===== config.mk =====
export PLATFORM = sky130hd
export DESIGN_NAME = tiled_matrix_multiply_core
export DESIGN_NICKNAME = d
export VERILOG_FILES = /design/src/hdl/tmm_pkg.sv /design/src/hdl/tmm_tile_store.sv /design/src/hdl/tmm_mac.sv /design/src/hdl/tiled_matrix_multiply_core.sv
export SDC_FILE = /design/constraint.sdc
export NUM_CORES = 2
export LEC_CHECK = 0
export ABC_AREA = 1
export BUFFER_PORTS_ARGS = -buffer_cell sky130_fd_sc_hd__buf_4
export CAP_MARGIN = 20
export CELL_PAD_IN_SITES_DETAIL_PLACEMENT = 0
export CELL_PAD_IN_SITES_GLOBAL_PLACEMENT = 2
export CORE_ASPECT_RATIO = 1.75
export CORE_UTILIZATION = 45
export DETAILED_ROUTE_END_ITERATION = 16
export PLACE_DENSITY_LB_ADDON = 0.08
export SYNTH_ARGS = -nofsm -noshare
export SYNTH_HDL_FRONTEND = slang
export SYNTH_SLANG_ARGS = --single-unit

===== constraint.sdc =====
create_clock -name i_clk -period 10.7 [get_ports i_clk]
set_input_delay 2.14 -clock i_clk [delete_from_list [all_inputs] [get_ports i_clk]]
set_output_delay 2.14 -clock i_clk [all_outputs]
set_load 0.02 [all_outputs]

===== src/hdl/tmm_pkg.sv =====
package tmm_pkg;

    localparam int IDX_W      = 3;
    localparam int ELEM_W     = 16;
    localparam int PROD_W     = 32;
    localparam int PSUM_W     = 36;
    localparam int CFG_W      = 4;
    localparam int CFG_ADDR_W = 2;
    localparam int IN_TDATA_W  = 24;
    localparam int OUT_TDATA_W = 48;
    localparam int OUT_PAD_W   = OUT_TDATA_W - PSUM_W - 2 * IDX_W;

    localparam logic [CFG_W-1:0] CFG_RESET = 4'd8;

    localparam logic [CFG_ADDR_W-1:0] REG_ROW_COUNT    = 2'd0;
    localparam logic [CFG_ADDR_W-1:0] REG_COLUMN_COUNT = 2'd1;
    localparam logic [CFG_ADDR_W-1:0] REG_INNER_COUNT  = 2'd2;

    localparam logic [1:0] CMD_LOAD_A  = 2'd0;
    localparam logic [1:0] CMD_LOAD_B  = 2'd1;
    localparam logic [1:0] CMD_COMPUTE = 2'd2;

    typedef enum logic {
        ST_IDLE,
        ST_COMPUTE
    } t_state;

    // MAC pipeline tag, travels alongside the operands
    typedef struct packed {
        logic             valid;
        logic [IDX_W-1:0] row;
        logic [IDX_W-1:0] col;
        logic             first;
        logic             last_k;
        logic             last_elem;
    } t_tag;

    typedef struct packed {
        logic                     last;
        logic signed [PSUM_W-1:0] sum;
        logic [IDX_W-1:0]         col;
        logic [IDX_W-1:0]         row;
    } t_result;

endpackage


===== src/hdl/tmm_tile_store.sv =====
module tmm_tile_store #(
    parameter int AW = 6
) (
    input  logic                               i_clk,
    input  logic                               i_rst_n,
    input  logic                               i_we,
    input  logic [AW-1:0]                      i_waddr,
    input  logic signed [tmm_pkg::ELEM_W-1:0]  i_wdata,
    input  logic                               i_re,
    input  logic [AW-1:0]                      i_raddr,
    output logic signed [tmm_pkg::ELEM_W-1:0]  o_rdata
);

    localparam int DEPTH = 1 << AW;

    logic signed [tmm_pkg::ELEM_W-1:0] r_mem [DEPTH];
    logic [DEPTH-1:0]                  r_valid;
    logic signed [tmm_pkg::ELEM_W-1:0] r_rdata;
    logic                              r_rvalid;

    always_ff @(posedge i_clk) begin
        if (i_we) begin
            r_mem[i_waddr] <= i_wdata;
        end
        if (i_re) begin
            r_rdata <= r_mem[i_raddr];
        end
    end

    // unwritten entries read as zero
    always_ff @(posedge i_clk) begin
        if (!i_rst_n) begin
            r_valid  <= '0;
            r_rvalid <= 1'b0;
        end else begin
            if (i_we) begin
                r_valid[i_waddr] <= 1'b1;
            end
            if (i_re) begin
                r_rvalid <= r_valid[i_raddr];
            end
        end
    end

    assign o_rdata = r_rvalid ? r_rdata : '0;

endmodule


===== src/hdl/tmm_mac.sv =====
module tmm_mac (
    input  logic                               i_clk,
    input  logic                               i_rst_n,
    input  logic                               i_adv,
    input  tmm_pkg::t_tag                      i_tag,
    input  logic signed [tmm_pkg::ELEM_W-1:0]  i_a,
    input  logic signed [tmm_pkg::ELEM_W-1:0]  i_b,
    output logic                               o_res_valid,
    output tmm_pkg::t_result                   o_res
);

    tmm_pkg::t_tag                     r_tag;
    logic signed [tmm_pkg::PROD_W-1:0] r_prod;
    logic signed [tmm_pkg::PSUM_W-1:0] r_acc;
    logic signed [tmm_pkg::PSUM_W-1:0] n_acc;

    always_ff @(posedge i_clk) begin
        if (!i_rst_n) begin
            r_tag <= '0;
        end else if (i_adv) begin
            r_tag <= i_tag;
        end
    end

    always_ff @(posedge i_clk) begin
        if (i_adv) begin
            r_prod <= i_a * i_b;
        end
        if (i_adv && r_tag.valid) begin
            r_acc <= n_acc;
        end
    end

    always_comb begin
        n_acc = (r_tag.first ? '0 : r_acc) + tmm_pkg::PSUM_W'(r_prod);
    end

    assign o_res_valid = i_adv && r_tag.valid && r_tag.last_k;
    assign o_res.last  = r_tag.last_elem;
    assign o_res.sum   = n_acc;
    assign o_res.col   = r_tag.col;
    assign o_res.row   = r_tag.row;

endmodule


===== src/hdl/tiled_matrix_multiply_core.sv =====
// Tiled matrix multiply core: one tile of C = A x B, signed 16-bit elements.
// Input stream (s_axis): one transaction per command. cmd 0 loads an A element,
// cmd 1 a B element at (row, col); loads outside the configured sizes are
// dropped. cmd 2 computes C and emits rows*columns transactions on m_axis in
// row-major order, tlast on the final element; cmd 3 does nothing.
// Sizes come from the write port (row, column, inner count), clamped to
// 1..min(TILE,8); write them only while the core is idle.
// Loads are accepted back to back while the core is idle. A compute issues one
// multiply-accumulate per cycle from the tile memories while m_axis does not
// stall, and holds s_axis off until the last one has issued. It uses a single
// MAC and one read port per tile memory.
// When m_axis stalls, the output register holds and the read/MAC pipeline
// freezes until the transaction completes.
// Reset sets all sizes to 8 and marks every tile entry unwritten, so both tiles
// read as zero; no clearing pass is needed.
module tiled_matrix_multiply_core #(
    parameter int TILE = 8
) (
    input  logic                                 i_clk,
    input  logic                                 i_rst_n,
    input  logic                                 i_cfg_we,
    input  logic [tmm_pkg::CFG_ADDR_W-1:0]       i_cfg_addr,
    input  logic [tmm_pkg::CFG_W-1:0]            i_cfg_data,
    input  logic                                 i_s_axis_tvalid,
    output logic                                 o_s_axis_tready,
    // cmd[1:0], row_index[4:2], col_index[7:5], element[23:8]
    input  logic [tmm_pkg::IN_TDATA_W-1:0]       i_s_axis_tdata,
    output logic                                 o_m_axis_tvalid,
    input  logic                                 i_m_axis_tready,
    // out_row[2:0], out_col[5:3], product_sum[41:6], zero[47:42]
    output logic [tmm_pkg::OUT_TDATA_W-1:0]      o_m_axis_tdata,
    output logic                                 o_m_axis_tlast
);

    localparam int LIM = (TILE < 8) ? TILE : 8;
    localparam int IW  = $clog2(LIM);
    localparam int AW  = 2 * IW;

    function automatic logic [IW-1:0] f_last(input logic [tmm_pkg::CFG_W-1:0] v);
        logic [IW-1:0] res;
        if (v == '0) begin
            res = '0;
        end else if (v > tmm_pkg::CFG_W'(LIM)) begin
            res = IW'(LIM - 1);
        end else begin
            res = IW'(v - 1'b1);
        end
        return res;
    endfunction

    logic [tmm_pkg::CFG_W-1:0] r_row_count;
    logic [tmm_pkg::CFG_W-1:0] r_column_count;
    logic [tmm_pkg::CFG_W-1:0] r_inner_count;
    logic [IW-1:0]             last_row;
    logic [IW-1:0]             last_col;
    logic [IW-1:0]             last_inner;

    tmm_pkg::t_state r_state;
    tmm_pkg::t_state n_state;
    logic [IW-1:0]   r_i, r_j, r_k;
    logic [IW-1:0]   n_i, n_j, n_k;
    tmm_pkg::t_tag   r_t1;
    tmm_pkg::t_tag   n_t1;
    logic            issue;
    logic            issue_last;
    logic            adv;

    logic                               in_accept;
    logic [1:0]                         in_cmd;
    logic [tmm_pkg::IDX_W-1:0]          in_row;
    logic [tmm_pkg::IDX_W-1:0]          in_col;
    logic signed [tmm_pkg::ELEM_W-1:0]  in_elem;

    logic                               a_we, b_we;
    logic signed [tmm_pkg::ELEM_W-1:0]  a_rdata, b_rdata;

    logic             res_valid;
    tmm_pkg::t_result res;
    logic             r_out_valid;
    logic             n_out_valid;
    tmm_pkg::t_result r_out;

    always_ff @(posedge i_clk) begin
        if (!i_rst_n) begin
            r_row_count    <= tmm_pkg::CFG_RESET;
            r_column_count <= tmm_pkg::CFG_RESET;
            r_inner_count  <= tmm_pkg::CFG_RESET;
        end else if (i_cfg_we) begin
            case (i_cfg_addr)
                tmm_pkg::REG_ROW_COUNT:    r_row_count    <= i_cfg_data;
                tmm_pkg::REG_COLUMN_COUNT: r_column_count <= i_cfg_data;
                tmm_pkg::REG_INNER_COUNT:  r_inner_count  <= i_cfg_data;
                default: ;
            endcase
        end
    end

    assign last_row   = f_last(r_row_count);
    assign last_col   = f_last(r_column_count);
    assign last_inner = f_last(r_inner_count);

    assign in_cmd    = i_s_axis_tdata[1:0];
    assign in_row    = i_s_axis_tdata[4:2];
    assign in_col    = i_s_axis_tdata[7:5];
    assign in_elem   = i_s_axis_tdata[23:8];
    assign in_accept = i_s_axis_tvalid && o_s_axis_tready;

    assign a_we = in_accept && (in_cmd == tmm_pkg::CMD_LOAD_A)
               && (in_row <= tmm_pkg::IDX_W'(last_row))
               && (in_col <= tmm_pkg::IDX_W'(last_inner));
    assign b_we = in_accept && (in_cmd == tmm_pkg::CMD_LOAD_B)
               && (in_row <= tmm_pkg::IDX_W'(last_inner))
               && (in_col <= tmm_pkg::IDX_W'(last_col));

    assign adv        = !r_out_valid || i_m_axis_tready;
    assign issue_last = (r_k == last_inner) && (r_j == last_col) && (r_i == last_row);

    // next state
    always_comb begin
        n_state = r_state;
        case (r_state)
            tmm_pkg::ST_IDLE: begin
                if (in_accept && in_cmd == tmm_pkg::CMD_COMPUTE) begin
                    n_state = tmm_pkg::ST_COMPUTE;
                end
            end
            tmm_pkg::ST_COMPUTE: begin
                if (adv && issue_last) begin
                    n_state = tmm_pkg::ST_IDLE;
                end
            end
            default: n_state = tmm_pkg::ST_IDLE;
        endcase
    end

    // state outputs
    always_comb begin
        case (r_state)
            tmm_pkg::ST_IDLE: begin
                o_s_axis_tready = 1'b1;
                issue           = 1'b0;
            end
            tmm_pkg::ST_COMPUTE: begin
                o_s_axis_tready = 1'b0;
                issue           = 1'b1;
            end
            default: begin
                o_s_axis_tready = 1'b0;
                issue           = 1'b0;
            end
        endcase
    end

    always_comb begin
        n_i = r_i;
        n_j = r_j;
        n_k = r_k;
        if (issue && adv) begin
            if (r_k == last_inner) begin
                n_k = '0;
                if (r_j == last_col) begin
                    n_j = '0;
                    n_i = (r_i == last_row) ? '0 : r_i + 1'b1;
                end else begin
                    n_j = r_j + 1'b1;
                end
            end else begin
                n_k = r_k + 1'b1;
            end
        end
    end

    always_comb begin
        n_t1.valid     = issue;
        n_t1.row       = tmm_pkg::IDX_W'(r_i);
        n_t1.col       = tmm_pkg::IDX_W'(r_j);
        n_t1.first     = (r_k == '0);
        n_t1.last_k    = (r_k == last_inner);
        n_t1.last_elem = issue_last;
    end

    always_ff @(posedge i_clk) begin
        if (!i_rst_n) begin
            r_state <= tmm_pkg::ST_IDLE;
            r_i     <= '0;
            r_j     <= '0;
            r_k     <= '0;
            r_t1    <= '0;
        end else begin
            r_state <= n_state;
            r_i     <= n_i;
            r_j     <= n_j;
            r_k     <= n_k;
            if (adv) begin
                r_t1 <= n_t1;
            end
        end
    end

    // loads happen only when idle; the read ports are enabled whenever the pipeline advances
    tmm_tile_store #(.AW(AW)) u_a_store (
        .i_clk   (i_clk),
        .i_rst_n (i_rst_n),
        .i_we    (a_we),
        .i_waddr ({in_row[IW-1:0], in_col[IW-1:0]}),
        .i_wdata (in_elem),
        .i_re    (adv),
        .i_raddr ({r_i, r_k}),
        .o_rdata (a_rdata)
    );

    tmm_tile_store #(.AW(AW)) u_b_store (
        .i_clk   (i_clk),
        .i_rst_n (i_rst_n),
        .i_we    (b_we),
        .i_waddr ({in_row[IW-1:0], in_col[IW-1:0]}),
        .i_wdata (in_elem),
        .i_re    (adv),
        .i_raddr ({r_k, r_j}),
        .o_rdata (b_rdata)
    );

    tmm_mac u_mac (
        .i_clk       (i_clk),
        .i_rst_n     (i_rst_n),
        .i_adv       (adv),
        .i_tag       (r_t1),
        .i_a         (a_rdata),
        .i_b         (b_rdata),
        .o_res_valid (res_valid),
        .o_res       (res)
    );

    always_comb begin
        n_out_valid = adv ? res_valid : r_out_valid;
    end

    always_ff @(posedge i_clk) begin
        if (!i_rst_n) begin
            r_out_valid <= 1'b0;
        end else begin
            r_out_valid <= n_out_valid;
        end
    end

    always_ff @(posedge i_clk) begin
        if (adv && res_valid) begin
            r_out <= res;
        end
    end

    assign o_m_axis_tvalid = r_out_valid;
    assign o_m_axis_tlast  = r_out.last;
    assign o_m_axis_tdata  = {{tmm_pkg::OUT_PAD_W{1'b0}}, r_out.sum, r_out.col, r_out.row};

    a_load_idle: assert property (@(posedge i_clk) disable iff (!i_rst_n)
        (a_we || b_we) |-> (r_state == tmm_pkg::ST_IDLE))
        else $error("tile store written during compute");

    a_last_corner: assert property (@(posedge i_clk) disable iff (!i_rst_n)
        (r_out_valid && r_out.last) |->
            (r_out.row == tmm_pkg::IDX_W'(last_row)) && (r_out.col == tmm_pkg::IDX_W'(last_col)))
        else $error("tlast away from final element");

    a_stall_freeze: assert property (@(posedge i_clk) disable iff (!i_rst_n)
        (r_out_valid && !i_m_axis_tready) |=> ($stable(r_k) && $stable(r_t1)))
        else $error("pipeline moved during output stall");

endmodule


* Word-level counts from Yosys, hierarchy flattened
Memory sizes are Yosys's and may differ from the RTL's. A register that Yosys moved wholly into a read port is not among the register bits. Index checks and enable logic that the tools add are counted. Widths: inputs -> output; s select.
Word-level totals: memories kept 2, memory bits (writable) 2048, bits of input ports 35, output and inout port bits 51, register bits after elaboration 284
Memories:
- u_a_store.r_mem | depth 64, bits a word 16, rd ports 1, clocked after Yosys merged registers in 1, write ports 1, line tmm_tile_store.sv:16 | logic signed [tmm_pkg::ELEM_W-1:0] r_mem [DEPTH];
- u_b_store.r_mem | depth 64, bits a word 16, rd ports 1, clocked after Yosys merged registers in 1, write ports 1, line tmm_tile_store.sv:16
Operators by class: reduce and logical (&&, ||, !) cells 29, bitwise gates (word level) 3, equality and inequality tests 7, multipliers 1, $add $sub $neg 7, mux-type cells 27, magnitude comparators 11
Operators with widths (count):
- $or 64x64->64 | 2
- $add 36x36->36 | 1
- $mux 36 | 1
- $mul 16x16->32 | 1
- $mux 16 | 2
- $mux 3 | 9
- $lt 6x7->1 const B | 3
- $logic_and 1x1->1 | 16
- $bmux 1 s6 | 2
- $gt 4x4->1 const B | 3
- $le 3x3->1 | 4
- $logic_not 4->1 | 3
- $add 3x1->3 const B | 3
- $eq 3x3->1 | 3
- $mux 1 | 9
- $sub 3x1->3 const B | 3
- $reduce_and 2->1 | 4
- $demux 1 s6 | 1
- $ge 6x1->1 const B | 1
- $pmux 1 s2 | 3
- $eq 2x1->1 const B | 2
- $eq 2x2->1 const B | 2
- $logic_not 2->1 | 2
- $logic_not 3->1 | 1
- 4 further kinds | 4

* Logic depth before layout (Yosys ltp)
word-level depth 9, gate-level depth with buffers 28, depth with buffers taken out 26

* Cells and area by module
From an unflattened synthesis, not the netlist that was laid out.
Second synthesis, totals: cell total of the unflattened synthesis 9920, area total of the unflattened synthesis 107381.7 µm²
By module, submodules not included:
- tmm_tile_store (u_a_store) | area an instance 43820.8 µm², cells each 3674, times used 1
- tmm_tile_store (u_b_store) | area an instance 43797.0 µm², cells each 3674, times used 1
- tmm_mac | area an instance 16328.2 µm², cells each 2224, times used 1
- tiled_matrix_multiply_core | area an instance 3435.8 µm², cells each 348, times used 1

* Least setup slack after synthesis
Ideal clock, no wire load.
kind reg-to-reg, from register u_b_store.r_rvalid, to register u_mac.r_prod[31] (netlist name), data pin, arrival time 5.792 ns, stages on the path, launching flop included 23, data required time 10.448 ns, setup slack 4.655 ns, buffers on the path 2, cells stage by stage dfxtp_1 -> clkbuf_1 -> clkbuf_1 -> nand2_1 -> nor2_1 -> fa_1 -> fa_1 -> inv_1 -> fa_1 -> fa_1 -> fa_1 -> fa_1 -> inv_1 -> ha_1 -> nand2_1 -> nor2_1 -> nand2_1 -> nor4_1 -> nand2_1 -> nand2_1 -> inv_1 -> nand2_1 -> nand2_1
Between the ends: longest elaborated chain between the ends 2
Ends and longest elaborated chain:
- start, declared | line tmm_tile_store.sv:19 | logic r_rvalid;
- start signal, assigned | line tmm_tile_store.sv:40 | r_rvalid <= r_valid[i_raddr];
- $mux 16 | line tmm_tile_store.sv:45 | assign o_rdata = r_rvalid ? r_rdata : '0;
- $mul 16x16->32 | line tmm_mac.sv:27 | r_prod <= i_a * i_b;
- end signal, assigned | line tmm_mac.sv:27
- end, declared | line tmm_mac.sv:13 | logic signed [tmm_pkg::PROD_W-1:0] r_prod;
No other way between the ends. A chain may end at the register's enable or synchronous reset.

* Worst setup path in the final report
from register u_a_store.r_rvalid, to register u_mac.r_prod[29] (netlist name), data pin
Between the ends: longest elaborated chain between the ends 2
Ends and longest elaborated chain (line):
- start, declared | tmm_tile_store.sv:19
- start signal, assigned | tmm_tile_store.sv:40
- $mux 16 | tmm_tile_store.sv:45
- $mul 16x16->32 | tmm_mac.sv:27
No other way between the ends.

==> results.yml <==
worst_setup_path:
  worstPathMaxFanout: 17
  critPathKind: "register to register"
  worstPathRequired_ns: 11.28
  crit_path_end_kind: "register"
  cp-start-kind: "register"
  worstPathArrival_ns: 7.85
  reg2reg_depth: 20
power:
  p_seq_share_pct: 53.8
  ir_drop_v: 0.000185
  sw_frac_of_total_pct: 21.5
  switching_power_w: 0.00404
  p_leak_nw: 42.3
  pwr-share-clk_pct: 42.6
  finalPower_w: 0.0188
  p_int_w: 0.0148
  combPwrFrac_pct: 3.5
  power_density_nw_per_um2: 161
layout:
  final-seq-area_sq_um: 69300
  fillerInstances: 20900
  nNetsFinal: 9792
  final_area_sq_um: 117000
  drive_above_1_share_pct: 7.73
  multi_input_area_sq_um: 32200
  instances_no_fill: 12600
  syn_to_final_growth_pct: 10.7
yosys:
  syn_inst: 9396
  seq_area_frac_synth_pct: 65.6
  syn-cell-area_sq_um: 106000
  ys_ff_latch: 2364
  ys_async_sr_fraction_pct: 0
  syn_avg_cell_area_sq_um: 11.2
  yosys_warnings: 0
  synth-main-ff-cell: "edfxtp_1"
  yosysUniqueCellTypes: 38
  synth_top_area_cell: "edfxtp_1"
  synth-edff-count: 2191
  synth_top_area_share_pct: 62.3
  synth_most_common_cell: "edfxtp_1"
  synth_area_leaders: "edfxtp_1 (62%), nor2_1 (6.0%), nand2_1 (5.3%)"
  synth_common_cells: "edfxtp_1 (2191), nor2_1 (1675), nand2_1 (1486)"
timing:
  min_period_over_period_pct: 67.9
  slew_headroom_pct: 18.9
  clock.fmax_ghz: 0.138
  finalHoldViolCount: 0
  skew_ns: 0.0923
  tightest_slew_ns: 1.22
  setup_violations: 0
  final.setup.tns_ns: 0
  min_period_ns: 7.27
  slew_violations: 0
  rsz0062_at_grt: "no"
routing:
  totalWireLength_um: 342000
  drc: 0
  dr_total_vias: 71900
  routedWlPerCell_um: 27.1
  postRouteAntennaNets: 0
  viasPerCell: 5.71
  first_pass_iters: 6
  first_iter_violations: 5973
floorplanning:
  die_w_um: 368
  core_sq_um: 233000
  dieArea_sq_um: 237000
  die_h_um: 643
  rows: 234
  pin_count: 86
  start_util_pct: 45.3
job:
  maxCapViolCount: 0
global_routing:
  grt_pass1_vias: 71400
  antenna_found_initial: 14
  grt_pass1_wl_um: 494000
  grt_max_degree: 296
  grt_util_all_layers_pct: 28.6
  overflow: 0
placement:
  place_hpwl_um: 212000
  gp_congestion: 0.909
  dp_cells: 12200
  port_buffers: 79
  dpl_cell_area_sq_um: 110000
clocking:
  clk_path_buf_depth: 4
  clk_latency_ns: 0.91
  cts_sinks: 2364
  post_cts_buffers: 0
  clockRootBuffer: "clkbuf_16"
  ctsResizeCount: 0
  cts_tree: "built"
  cts_made_buffers: 221
  htree_num_levels: 4
  hold_buffers: 0
  path_clk_slew_ns: 0.07
worst_hold_path:
  holdPathStages: 0
  min_path_type: "register to register"
run_status:
  status: "complete, no violations"
-- worst paths after layout --
| kind | start | slack [ns] | to |
|---|---|---|---|
| setup / recovery | u_a_store.r_rvalid | 3.43 | u_mac.r_prod[29] |
| setup reg to reg | u_a_store.r_rvalid | 3.43 | u_mac.r_prod[29] |
| hold reg to reg | u_mac.o_res[0] | 0.43 | o_m_axis_tdata[0] |
| hold / removal | u_mac.o_res[0] | 0.43 | o_m_axis_tdata[0] |
-- routing by layer --
| metal | vias to the layer above | global-route usage (%) | routed length, um |
|---|---|---|---|
| li1 | 32600 | - | - |
| met1 | 36600 | 34.6 | 131000 |
| met2 | 2134 | 51.0 | 177000 |
| met3 | 589 | 2.92 | 16900 |
| met4 | 12 | 12.9 | 17200 |
| met5 | - | 0 | 74 |
-- power groups by stage --
| stage | sequential [W] | combinational, W | clock, W |
|---|---|---|---|
| 2_1_floorplan | 0.0103 | 0.000316 | 0 |
| 3_3_place_gp | 0.0103 | 0.000654 | 0 |
| 3_5_place_dp | 0.0103 | 0.000665 | 0 |
| 4_1_cts | 0.0101 | 0.000667 | 0.00816 |
| 5_1_grt | 0.0101 | 0.000712 | 0.00846 |
| 6_report | 0.0101 | 0.000661 | 0.00802 |
-- cells in the final DEF, fill, tap and decap left out, drive strengths merged, types with 5 or more instances in the layout --
cell,netlist,final
bufinv,0,26
a21o,10,10
buf,253,276
nand4,19,19
ha,136,136
xnor2,19,19
o21bai,11,11
fa,263,263
nor2,1675,1675
inv,532,537
o22ai,496,496
xor2,42,42
a31oi,7,7
diode,0,5
edfxtp,2191,2191
dfxtp,173,173
clkbuf,289,266
conb,1,6
a21oi,128,128
nor3,37,37
o21ai,1093,1093
clkinv,8,99
nand2,1486,1486
clkinvlp,0,12
nand3,511,511
-- kinds of logic (layout without fill, tap and decap cells) --
logic type               Yosys count  in the layout  share of synthesized area (%)
AND/OR/NAND/NOR                 3733           3733                           14.1
flip-flops                      2364           2364                           65.6
AO/OA/AOI/OAI                   1756           1756                           9.00
buffers and inverters           1082           1216                           4.23
adder cells (fa/ha/maj)          399            399                           6.60
XOR/XNOR                          61             61                          0.506
other                              1             11                        0.00355
-- area by class of cell --
class	instances	area share, %
diodes	5	0.0107
clock buffers	266	5.03
clock inverters	134	1.15
inverters	540	1.79
multi-input cells	5955	27.6
flip-flops and latches	2364	59.3
well taps	3068	3.29
repair buffers	276	1.88
-- sequential cells by signal (all words and copies together), names as in the netlist, 32 cells and up --
register	count
u_b_store.r_mem	1024
u_a_store.r_valid	64
u_a_store.r_mem	1024
u_b_store.r_valid	64
o_m_axis_tdata	42
u_mac.r_acc	36
u_mac.r_prod	32
-- through the flow --
step | hold WS [ns] | setup slack (ns) | util, %
final | 0.435 | 3.43 | 50.2
after global routing | 0.440 | 2.96 | 50.2
after CTS | 0.435 | 3.40 | 50.2
after detailed placement | 0.420 | 3.44 | 47.1
after global placement | 0.415 | 3.39 | 47.1
after floorplan | 0.409 | 4.66 | -
-- worst max-delay path, stage by stage, from the launching register on --
cell      delay [ns]
dfxtp_1         0.50
nand2_1         0.51
clkinv_1        0.70
nand2_1         0.34
fa_1            0.49
fa_1            0.51
inv_1           0.06
fa_1            0.50
inv_1           0.06
fa_1            0.55
fa_1            0.43
fa_1            0.51
inv_1           0.05
ha_1            0.36
nand2_1         0.14
nor2_1          0.30
nand4_1         0.13
o211ai_1        0.34
nand4_1         0.31
nand3_1         0.15
nand2_1         0.06
(Power assumes the default switching activity.)
